### config.mk
export PLATFORM = sky130hd
export DESIGN_NAME = lkvt_cell
export DESIGN_NICKNAME = d
export VERILOG_FILES = /design/src/hdl/lkvt_pkg.sv /design/src/hdl/lkvt_cell.sv
export SDC_FILE = /design/constraint.sdc
export NUM_CORES = 1
export LEC_CHECK = 0
export BUFFER_PORTS_ARGS = -buffer_cell sky130_fd_sc_hd__buf_2
export CAP_MARGIN = 30
export CORE_MARGIN = 3
export CORE_UTILIZATION = 33
export DETAILED_ROUTE_END_ITERATION = 6
export PLACE_DENSITY_LB_ADDON = 0.08
export SKIP_CTS_REPAIR_TIMING = 1
export SLEW_MARGIN = 40
export SYNTH_ARGS = -nofsm -noshare
export SYNTH_HDL_FRONTEND = slang
export SYNTH_SLANG_ARGS = --single-unit
export TNS_END_PERCENT = 5
### constraint.sdc
create_clock -name clk -period 16.88 [get_ports clk]
set_input_delay 2.532 -clock clk [delete_from_list [all_inputs] [get_ports clk]]
set_output_delay 2.532 -clock clk [all_outputs]
set_load 0.02 [all_outputs]
### src/hdl/lkvt_pkg.sv
// Shared types and operation codes for the linear key/value table.
// No dependencies; used by lkvt_cell and linear_key_value_table_top.
package lkvt_pkg;

    // Width of the action field of a request.
    localparam int ACTION_BITS = 2;

    typedef enum logic [ACTION_BITS-1:0] {
        ACT_SET    = 2'd0,
        ACT_GET    = 2'd1,
        ACT_REMOVE = 2'd2,
        ACT_CLEAR  = 2'd3
    } action_t;

    // Control part of the token that walks down the cell chain.
    typedef struct packed {
        logic    valid;
        action_t action;
        logic    found;
    } tok_ctrl_t;

endpackage

### src/hdl/lkvt_cell.sv
// One slot of the key/value table plus its stage of the token chain.
// Depends on lkvt_pkg for the action codes and the token control struct.
module lkvt_cell #(
    parameter int WORD_BITS = 64,
    parameter int INDEX     = 0,
    parameter int CW        = 5
) (
    input  logic                  clk,
    input  logic                  rst_n,
    input  logic [CW-1:0]         count,
    input  lkvt_pkg::tok_ctrl_t   ctrl_in,
    input  logic [WORD_BITS-1:0]  key_up,
    input  logic [WORD_BITS-1:0]  data_up,
    input  logic [WORD_BITS-1:0]  carry_up,
    output lkvt_pkg::tok_ctrl_t   ctrl_out,
    output logic [WORD_BITS-1:0]  key_down,
    output logic [WORD_BITS-1:0]  data_down,
    output logic [WORD_BITS-1:0]  carry_down
);

    localparam logic [CW-1:0] MY_SLOT  = CW'(INDEX);
    localparam logic [CW-1:0] NEXT_CNT = CW'(INDEX + 1);

    logic [WORD_BITS-1:0] key_reg, key_next;
    logic [WORD_BITS-1:0] val_reg, val_next;

    lkvt_pkg::tok_ctrl_t  ctrl_reg, ctrl_next;
    logic [WORD_BITS-1:0] tkey_reg, tdata_reg, tdata_next;
    logic [WORD_BITS-1:0] tcarry_reg, tcarry_next;

    logic occupied;
    logic is_last;
    logic hit;

    assign occupied = (MY_SLOT < count);
    assign is_last  = (count == NEXT_CNT);
    assign hit      = ctrl_in.valid && occupied && (key_reg == key_up);

    always_comb
    begin
        key_next    = key_reg;
        val_next    = val_reg;
        ctrl_next   = ctrl_in;
        tdata_next  = data_up;
        tcarry_next = carry_up;
        case (ctrl_in.action)
            lkvt_pkg::ACT_SET:
            begin
                if (hit)
                begin
                    val_next        = data_up;
                    ctrl_next.found = 1'b1;
                end
                else if (ctrl_in.valid && count == MY_SLOT)
                begin
                    // first free slot: write ahead, kept only if no hit follows
                    key_next = key_up;
                    val_next = data_up;
                end
            end
            lkvt_pkg::ACT_GET:
            begin
                if (hit)
                begin
                    ctrl_next.found = 1'b1;
                    tdata_next      = val_reg;
                end
            end
            lkvt_pkg::ACT_REMOVE:
            begin
                if (hit)
                begin
                    ctrl_next.found = 1'b1;
                    if (!is_last)
                    begin
                        // fill the hole with the last pair picked up earlier
                        key_next = carry_up;
                        val_next = data_up;
                    end
                end
                else if (ctrl_in.valid && is_last)
                begin
                    tcarry_next = key_reg;
                    tdata_next  = val_reg;
                end
            end
            default:
            begin
                ctrl_next = ctrl_in;
            end
        endcase
    end

    always_ff @(posedge clk or negedge rst_n)
    begin
        if (!rst_n)
        begin
            ctrl_reg <= '0;
        end
        else
        begin
            ctrl_reg <= ctrl_next;
        end
    end

    always_ff @(posedge clk)
    begin
        key_reg    <= key_next;
        val_reg    <= val_next;
        tkey_reg   <= key_up;
        tdata_reg  <= tdata_next;
        tcarry_reg <= tcarry_next;
    end

    assign ctrl_out   = ctrl_reg;
    assign key_down   = tkey_reg;
    assign data_down  = tdata_reg;
    assign carry_down = tcarry_reg;

endmodule

==> impl_metrics.tcl, run 1 <==
set metrics [dict create \
    yosys.area.top_type "dfxtp_1" \
    cp-start-kind "input pin" \
    dpl_worst_slack_ns 11.11 \
    synth-main-ff-cell "dfxtp_1" \
    cts_buffers 38 \
    syn_nets 1293 \
    num_io_pins 399 \
    numClockSinks 324 \
    die_x_um 205 \
    cp-end-kind "flip-flop" \
    initial_utilization_pct 33.6 \
    synth-warning-count 0 \
    row_count 72 \
    vias 9707 \
    hold_viol 0 \
    rsz0062_at_grt "false" \
    path_clk_slew_ns 0.06 \
    synth_area_leaders "dfxtp_1 (29%), edfxtp_1 (29%), mux2_2 (11%), mux2i_1 (4.8%), nand2_1 (4.7%)" \
    routedWlPerCell_um 19.9 \
    max_stage_delay_ns 0.60 \
    sequentialPowerShare_pct 45.8 \
    routed_via_density 4.78 \
    finalCritPeriodShare_pct 30.6 \
    peakVddDrop_mv 0.0780 \
    status "finished, final reports clean" \
    worstSetupPathType "input pin to flip-flop" \
    swShare_pct 25.0 \
    areaGrowthSynthToFinish_pct 28.7 \
    worstPathMaxFanout 63 \
    yosysSeqAreaShare_pct 59.7 \
    htreeDepth 2 \
    synth_edf_count 128 \
    clk_latency_ns 0.56 \
    clock_skew_ns 0.0262 \
    clock_power_share_pct 42.6 \
    fill_cells 3730 \
    maxSlewViolCount 0 \
    tightest_slew_ns 0.846 \
    fin_tns_setup_ns 0 \
    post-route-min-period_ns 5.16 \
    whs_ns 0.515 \
    nNetsFinal 1681 \
    synthCells 1086 \
    numPortBuffers 398 \
    syn_area_mm2 0.0131 \
    drt_pass1_iterations 6 \
    finalSetupViolCount 0 \
    final_util_pct 43.3 \
    die_h_um 205 \
    power_uw 1870 \
    slew_headroom_pct 43.6 \
    avgSynthCellArea_um2 12.0 \
    clk_path_buf_depth 3 \
    drc_errors 0 \
    synth_seq_cells 324 \
    crit_arrival_ns 5.64 \
    power_density_mw_per_mm2 111 \
    p_leak_uw 0.00715 \
    layout-drive-gt1-share_pct 39.6 \
    dieArea_mm2 0.0420 \
    hp-class "flip-flop to flip-flop" \
    crit_buf_inv 3 \
    core_mm2 0.0388 \
    max_freq_mhz 194 \
    synth.top_cell.area_share_pct 29.4 \
    comb_power_share_pct 11.6 \
    p_int_uw 1400 \
    wirelength_mm 40.4 \
    post-dp-hpwl_mm 28.0 \
    drt_iter0_drc 441 \
    tritoncts "done" \
    p_sw_uw 468 \
    async_flop_share_pct 1.23 \
    grt_pass1_wl_mm 58.9 \
    crit_required_ns 17.36 \
    worstPathCellList "buf_2 -> xor2_1 -> nor4_1 -> nand4_1 -> nor3_2 -> buf_6 -> and2_2 -> buf_4 -> a221o_1" \
    path_delay_family "simple AND/OR/NAND/NOR gates" \
    ant_nets 0 \
    grtUsageTotal_pct 18.6 \
    grt_start_max_net_pins 83 \
    drv_cap 0 \
    grt_pass1_vias 9737 \
    slowest_stage "buf_4" \
    clockRootBuffer "clkbuf_16" \
    ys_types 40 \
    grt_overflow 0 \
    place_congestion 0.768 \
    antenna_found_initial 16 \
    setup_ws_ns 11.72 \
]
cell usage in the layout (no fill, tap or decap), drive strengths merged, types with 3 or more instances in the layout:
| master | count |
|---|---|
| nor4b | 4 |
| buf | 410 |
| ha | 4 |
| dfxtp | 192 |
| nand2b | 16 |
| mux2 | 122 |
| dfrtp | 4 |
| edfxtp | 128 |
| xnor2 | 37 |
| o22ai | 4 |
| clkinv | 11 |
| a221o | 44 |
| diode | 7 |
| clkbuf | 54 |
| inv | 55 |
| o2111ai | 3 |
| nand3 | 26 |
| a211o | 19 |
| xor2 | 18 |
| mux2i | 63 |
| and3 | 3 |
| o21ai | 73 |
| nand4 | 17 |
| nand2 | 164 |
| nor4 | 14 |
worst reg2reg max path: stages (launching register included):
cell,delay (ns)
edfxtp_1,0.41
xor2_1,0.21
nor4_1,0.50
nand4_1,0.25
nor3_2,0.24
buf_6,0.51
and2_2,0.26
buf_4,0.60
a221o_1,0.40
path summary, 6_finish.rpt:
kind                             startpoint  cells past startpoint  slack [ns]        endpoint
worst max-delay path             key_up[17]                      9       11.72   data_down[56]
worst min-delay path            key_reg[33]                      1        0.52  carry_down[33]
worst max register to register  key_reg[13]                      8       13.44   data_down[56]
worst min register to register  key_reg[33]                      1        0.52  carry_down[33]
max in group asynchronous             rst_n                      1       14.95     ctrl_out[1]
min in group asynchronous             rst_n                      1        1.80     ctrl_out[2]
Yosys cell counts (all sizes together), types with 4 or more instances:
master,instances
edfxtp,128
xnor2,37
nor4b,4
nand2b,16
nand4,17
a221o,44
ha,4
inv,53
dfrtp,4
nand2,164
o21ai,73
mux2,122
mux2i,63
a211o,19
nor4,14
xor2,18
buf,25
dfxtp,192
clkbuf,37
nand3,26
o22ai,4
layout make-up:
| cell class | instances | area [um2] | area share (%) |
|---|---|---|---|
| Tap cell | 518 | 648 | 3.86 |
| Sequential cell | 324 | 7790 | 46.4 |
| Antenna cell | 7 | 17.5 | 0.104 |
| Clock buffer | 54 | 1060 | 6.32 |
| Inverter | 53 | 199 | 1.18 |
| Clock inverter | 16 | 144 | 0.856 |
| Timing Repair Buffer | 410 | 2110 | 12.6 |
| Multi-Input combinational cell | 647 | 4830 | 28.8 |
routing by layer:
metal	vias up	GRT usage (%)	share of wire, %
met4	18	6.08	2.1
met3	67	5.82	8.5
met5	-	0	0.28
met1	4621	22.3	40
li1	4680	-	-
met2	321	31.7	49
logic make-up (layout without fill, tap and decap cells):
kind of cell	Yosys count	count (layout)	share of synthesized area, %
xor gates and xnor gates	55	55	3.69
and+or+nand+nor	256	256	8.93
AOI/OAI and AO/OA	147	147	8.07
adders and majority gates	4	4	0.383
DFF	324	324	59.7
buffers and inverters	115	533	3.90
other	0	7	0
muxes	185	185	15.4
power by group through the flow:
stage,clock network (uW),logic (uW),registers [uW]
4_1_cts,824,220,857
2_1_floorplan,0,77.7,916
3_5_place_dp,0,219,874
6_report,796,217,857
5_1_grt,856,237,859
3_3_place_gp,0,217,874
stage by stage:
| stage | cells | cell area (um2) |
|---|---|---|
| global placement | 1951 | 15500 |
| floorplan | 1086 | 13100 |
| global route | 2027 | 16800 |
| detailed placement | 1952 | 15600 |
| finish | 2029 | 16800 |
| CTS | 2022 | 16800 |
Note: power is estimated with default switching activity, not from simulation.
==> inputs of run 2 (changes only) <==
==> constraint.sdc (replaced) <==
create_clock -name clk -period 4.5 [get_ports clk]
set_input_delay 0.675 -clock clk [delete_from_list [all_inputs] [get_ports clk]]
set_output_delay 0.675 -clock clk [all_outputs]
set_load 0.02 [all_outputs]
==> impl_metrics.tcl, run 2 (synthesis gave the netlist of run 1 again) <==
set metrics [dict create \
    clockRootBuffer "clkbuf_16" \
    numPortBuffers 398 \
    swShare_pct 25.1 \
    sequentialPowerShare_pct 44.8 \
    grtUsageTotal_pct 18.7 \
    crit_arrival_ns 3.41 \
    worstPathCellList "xor2_1 -> or4_1 -> nor4_1 -> nand4_1 -> nor2_1 -> nand3_1 -> o21ai_4 -> buf_8 -> buf_8 -> buf_12" \
    dpl_worst_slack_ns 0.887 \
    setup_ws_ns 1.34 \
    vias 9846 \
    num_io_pins 399 \
    rr_startpoint "key_reg[17]" \
    hp-class "input pin to flip-flop" \
    numClockSinks 324 \
    post-route-min-period_ns 3.16 \
    die_x_um 205 \
    drt_pass1_iterations 5 \
    crit_required_ns 4.75 \
    grt_start_max_net_pins 86 \
    dpl_cell_area_mm2 0.0157 \
    ant_nets 0 \
    die_h_um 205 \
    clock_skew_ns 0.0172 \
    clock_power_share_pct 43.8 \
    slew_headroom_pct 43.8 \
    tritoncts "done" \
    max_stage_delay_ns 0.54 \
    clk_latency_ns 0.56 \
    nNetsFinal 1691 \
    final_common_cell "buf_2" \
    antenna_found_initial 10 \
    core_mm2 0.0388 \
    p_leak_uw 0.00727 \
    comb_power_share_pct 11.3 \
    peakVddDrop_mv 0.298 \
    final_cell_mix "buf_2 (398), dfxtp_1 (192), nand2_1 (163)" \
    path_clk_slew_ns 0.06 \
    whs_endpoint "key_down[58]" \
    min_path_cells 1 \
    areaGrowthSynthToFinish_pct 30.5 \
    place_congestion 0.767 \
    finish.instance_area_mm2 0.0170 \
    r2r_cells 10 \
    whs_ns 0.258 \
    power_density_mw_per_mm2 421 \
    worstPathMaxFanout 25 \
    rsz0062_at_grt "false" \
    p_sw_uw 1800 \
    clk_path_buf_depth 3 \
    drt_iter0_drc 493 \
    hold_viol 0 \
    row_count 72 \
    layout-drive-gt1-share_pct 40.3 \
    max_freq_mhz 316 \
    grt_pass1_wl_mm 59.4 \
    status "finished, final reports clean" \
    routed_via_density 4.83 \
    maxSlewViolCount 0 \
    wirelength_mm 40.9 \
    slowest_stage "or4_1" \
    worstHoldStart "key_up[58]" \
    r2r_setup_slack_ns 1.34 \
    cts_buffers 39 \
    grt_pass1_vias 9593 \
    cp-start-kind "flip-flop" \
    drv_cap 0 \
    r2r-end "key_reg[62]" \
    dieArea_mm2 0.0420 \
    htreeDepth 2 \
    post-dp-hpwl_mm 28.6 \
    cp-end-kind "flip-flop" \
    worstSetupPathType "flip-flop to flip-flop" \
    tightest_slew_ns 0.844 \
    routedWlPerCell_um 20.1 \
    finalSetupViolCount 0 \
    p_int_uw 5370 \
    finalCritPeriodShare_pct 70.3 \
    initial_utilization_pct 33.6 \
    grt_overflow 0 \
    drc_errors 0 \
    crit_top_cell "buf_8" \
    fin_tns_setup_ns 0 \
]
==> run 2: cell types whose count changed in the layout (fill, tap and decap cells not counted), moves of 2 or more <==
cell       delta
buf_12        +5
buf_4         +5
buf_6         -4
buf_8         +2
bufinv_16     -2
clkbuf_1      -4
clkbuf_16     +5
clkbuf_8      +3
clkinv_1      -3
clkinv_2      +2
inv_4         +2
==> run 2: critical path, delay by kind of cell, from the launching register on <==
family,cells,cell delay [ns]
simple gates,5,1.43
flops,1,0.39
compound gates,1,0.22
buf+inv,3,0.59
xor+xnor,1,0.20
==> run 2: layer usage <==
metal | global-route usage (%) | wire, um | vias up
met1 | 23.1 | 16900 | 4745
met2 | 31.4 | 19900 | 328
met4 | 5.47 | 754 | 12
met3 | 5.93 | 3270 | 61
met5 | 0 | 76 | -
li1 | - | - | 4700
==> run 2: area by class of cell <==
type | count | area (um2)
Fill cell | 3772 | 21800
Sequential cell | 324 | 7790
Multi-Input combinational cell | 647 | 4830
Timing Repair Buffer | 419 | 2250
Clock buffer | 58 | 1210
Tap cell | 518 | 648
Inverter | 53 | 199
Clock inverter | 14 | 86.3
Antenna cell | 6 | 15.0
==> run 2: power groups by stage <==
stage,registers (uW),logic (uW),clock network (uW)
2_1_floorplan,3430,292,0
3_3_place_gp,3280,813,0
3_5_place_dp,3280,821,0
4_1_cts,3220,824,3250
5_1_grt,3220,886,3380
6_report,3210,813,3140
==> run 2: how the worst max path moves through the flow <==
stage | from | endpoint | cells past startpoint
6_report | key_reg[17] | key_reg[62] | 10
5_1_grt | key_reg[17] | key_reg[59] | 10
4_1_cts | key_reg[17] | key_reg[59] | 10
3_5_place_dp | key_up[17] | key_reg[20] | 11
3_3_place_gp | key_up[17] | key_reg[33] | 9
2_1_floorplan | key_up[17] | val_reg[0] | 8
==> run 2: stage by stage <==
| step | utilization [%] | instances | total power [uW] |
|---|---|---|---|
| floorplan | - | 1086 | 3730 |
| global placement | 40.4 | 1958 | 4090 |
| detailed placement | 40.4 | 1960 | 4100 |
| CTS | 43.8 | 2032 | 7290 |
| global route | 43.8 | 2036 | 7490 |
| finish | 43.9 | 2039 | 7170 |
==> inputs of run 3 (changes only) <==
==> constraint.sdc (replaced) <==
create_clock -name clk -period 2.55 [get_ports clk]
set_input_delay 0.3825 -clock clk [delete_from_list [all_inputs] [get_ports clk]]
set_output_delay 0.3825 -clock clk [all_outputs]
set_load 0.02 [all_outputs]
==> impl_metrics.tcl, run 3 (synthesis gave the netlist of run 1 again) <==
set metrics [dict create \
    status "finished with violations" \
    violations "negative setup slack" \
    cp-end-kind "flip-flop" \
    final_cells 2184 \
    worstSetupPathType "flip-flop to flip-flop" \
    crit_arrival_ns 3.19 \
    routedWlPerCell_um 19.3 \
    rsz0062_at_grt "true" \
    drt_pass1_iterations 5 \
    nNetsFinal 1836 \
    routed_via_density 4.74 \
    worstPathMaxFanout 10 \
    worstHoldStart "key_up[29]" \
    initial_utilization_pct 33.6 \
    final_common_cell "buf_2" \
    r2r_setup_slack_ns -0.16 \
    die_x_um 205 \
    tightest_slew_ns 0.727 \
    dieArea_mm2 0.0420 \
    dpl.cell_count 2059 \
    grtUsageTotal_pct 19.3 \
    hp-class "input pin to flip-flop" \
    layout-drive-gt1-share_pct 43.5 \
    power_uw 12800 \
    place_congestion 0.758 \
    rr_startpoint "key_reg[33]" \
    ant_nets 0 \
    path_clk_slew_ns 0.06 \
    cp-start-kind "flip-flop" \
    finalCritPeriodShare_pct 106 \
    grt_overflow 0 \
    clk_path_buf_depth 3 \
    antenna_found_initial 12 \
    htreeDepth 2 \
    setup_ws_ns -0.162 \
    clock_skew_ns 0.0149 \
    numClockSinks 324 \
    crit_required_ns 3.03 \
    power_density_mw_per_mm2 690 \
    max_freq_mhz 369 \
    peakVddDrop_mv 0.491 \
    clockRootBuffer "clkbuf_16" \
    drt_iter0_drc 431 \
    die_h_um 205 \
    grt_pass1_vias 10255 \
    p_leak_uw 0.00805 \
    vias 10361 \
    final_util_pct 47.7 \
    post-dp-hpwl_mm 30.0 \
    core_mm2 0.0388 \
    grt_start_max_net_pins 86 \
    fin_tns_setup_ns -23.49 \
    wirelength_mm 42.1 \
    drv_cap 0 \
    post-route-min-period_ns 2.71 \
    num_io_pins 399 \
    numPortBuffers 398 \
    clk_latency_ns 0.55 \
    whs_ns 0.0103 \
    drc_errors 0 \
    areaGrowthSynthToFinish_pct 41.9 \
    tritoncts "done" \
    cts_buffers 38 \
    final_cell_mix "buf_2 (398), dfxtp_1 (192), nand2_1 (161)" \
    hold_viol 0 \
    row_count 72 \
    slew_headroom_pct 51.6 \
    crit_path_start "key_reg[33]" \
    finalSetupViolCount 248 \
    grt_pass1_wl_mm 62.0 \
    maxSlewViolCount 0 \
]
[run 3: cell count changes in the layout (fill, tap and decap cells not counted), sizes merged]
| cell | change |
|---|---|
| buf | +100 |
| bufinv | +2 |
| clkbuf | -4 |
| clkinv | +3 |
| diode | +2 |
| dlygate4sd3 | +44 |
| inv | -2 |
[run 3: power by group]
part           total, uW  internal, uW  leakage, uW  switching (uW)
registers           5670          5610      0.00282            63.1
clock network       5530          3320     0.000634            2220
logic               1570           674      0.00460             900
[run 3: metrics by stage]
step,setup WS [ns],instance area (um2)
floorplan,-0.829,13100
global placement,-0.387,16700
finish,-0.162,18500
CTS,-0.339,17900
global route,-0.318,18500
detailed placement,-0.411,16700
[run 3: routing by layer]
metal	vias to the layer above	routed length, um	track usage, %	share of wire [%]
met4	10	1060	6.10	2.5
met3	75	3160	5.43	7.5
li1	5002	-	-	-
met2	328	20300	32.4	48
met1	4946	17500	24.1	42
met5	-	52	0	0.12
[run 3: final timing paths]
kind,to,cells after the start
max,data_down[30],11
min,key_down[29],1
max reg2reg,data_down[30],11
min reg2reg,carry_down[30],1
max in group asynchronous,ctrl_out[3],2
min in group asynchronous,ctrl_out[0],2
[run 3: critical path, stage by stage, from the launching register on]
cell      delay, ns
edfxtp_1       0.40
xnor2_1        0.29
buf_4          0.16
nand2_1        0.04
nor4_1         0.43
buf_4          0.19
nand3_1        0.08
nor3_2         0.22
buf_12         0.18
and2_2         0.27
buf_4          0.23
a221o_1        0.16
[run 3: cell type report]
type,instances,area [um2]
Fill cell,3602,20300
Sequential cell,324,7790
Multi-Input combinational cell,647,4890
Timing Repair Buffer,565,3710
Clock buffer,52,1130
Tap cell,518,648
Inverter,53,199
Clock inverter,17,144
Antenna cell,8,20.0
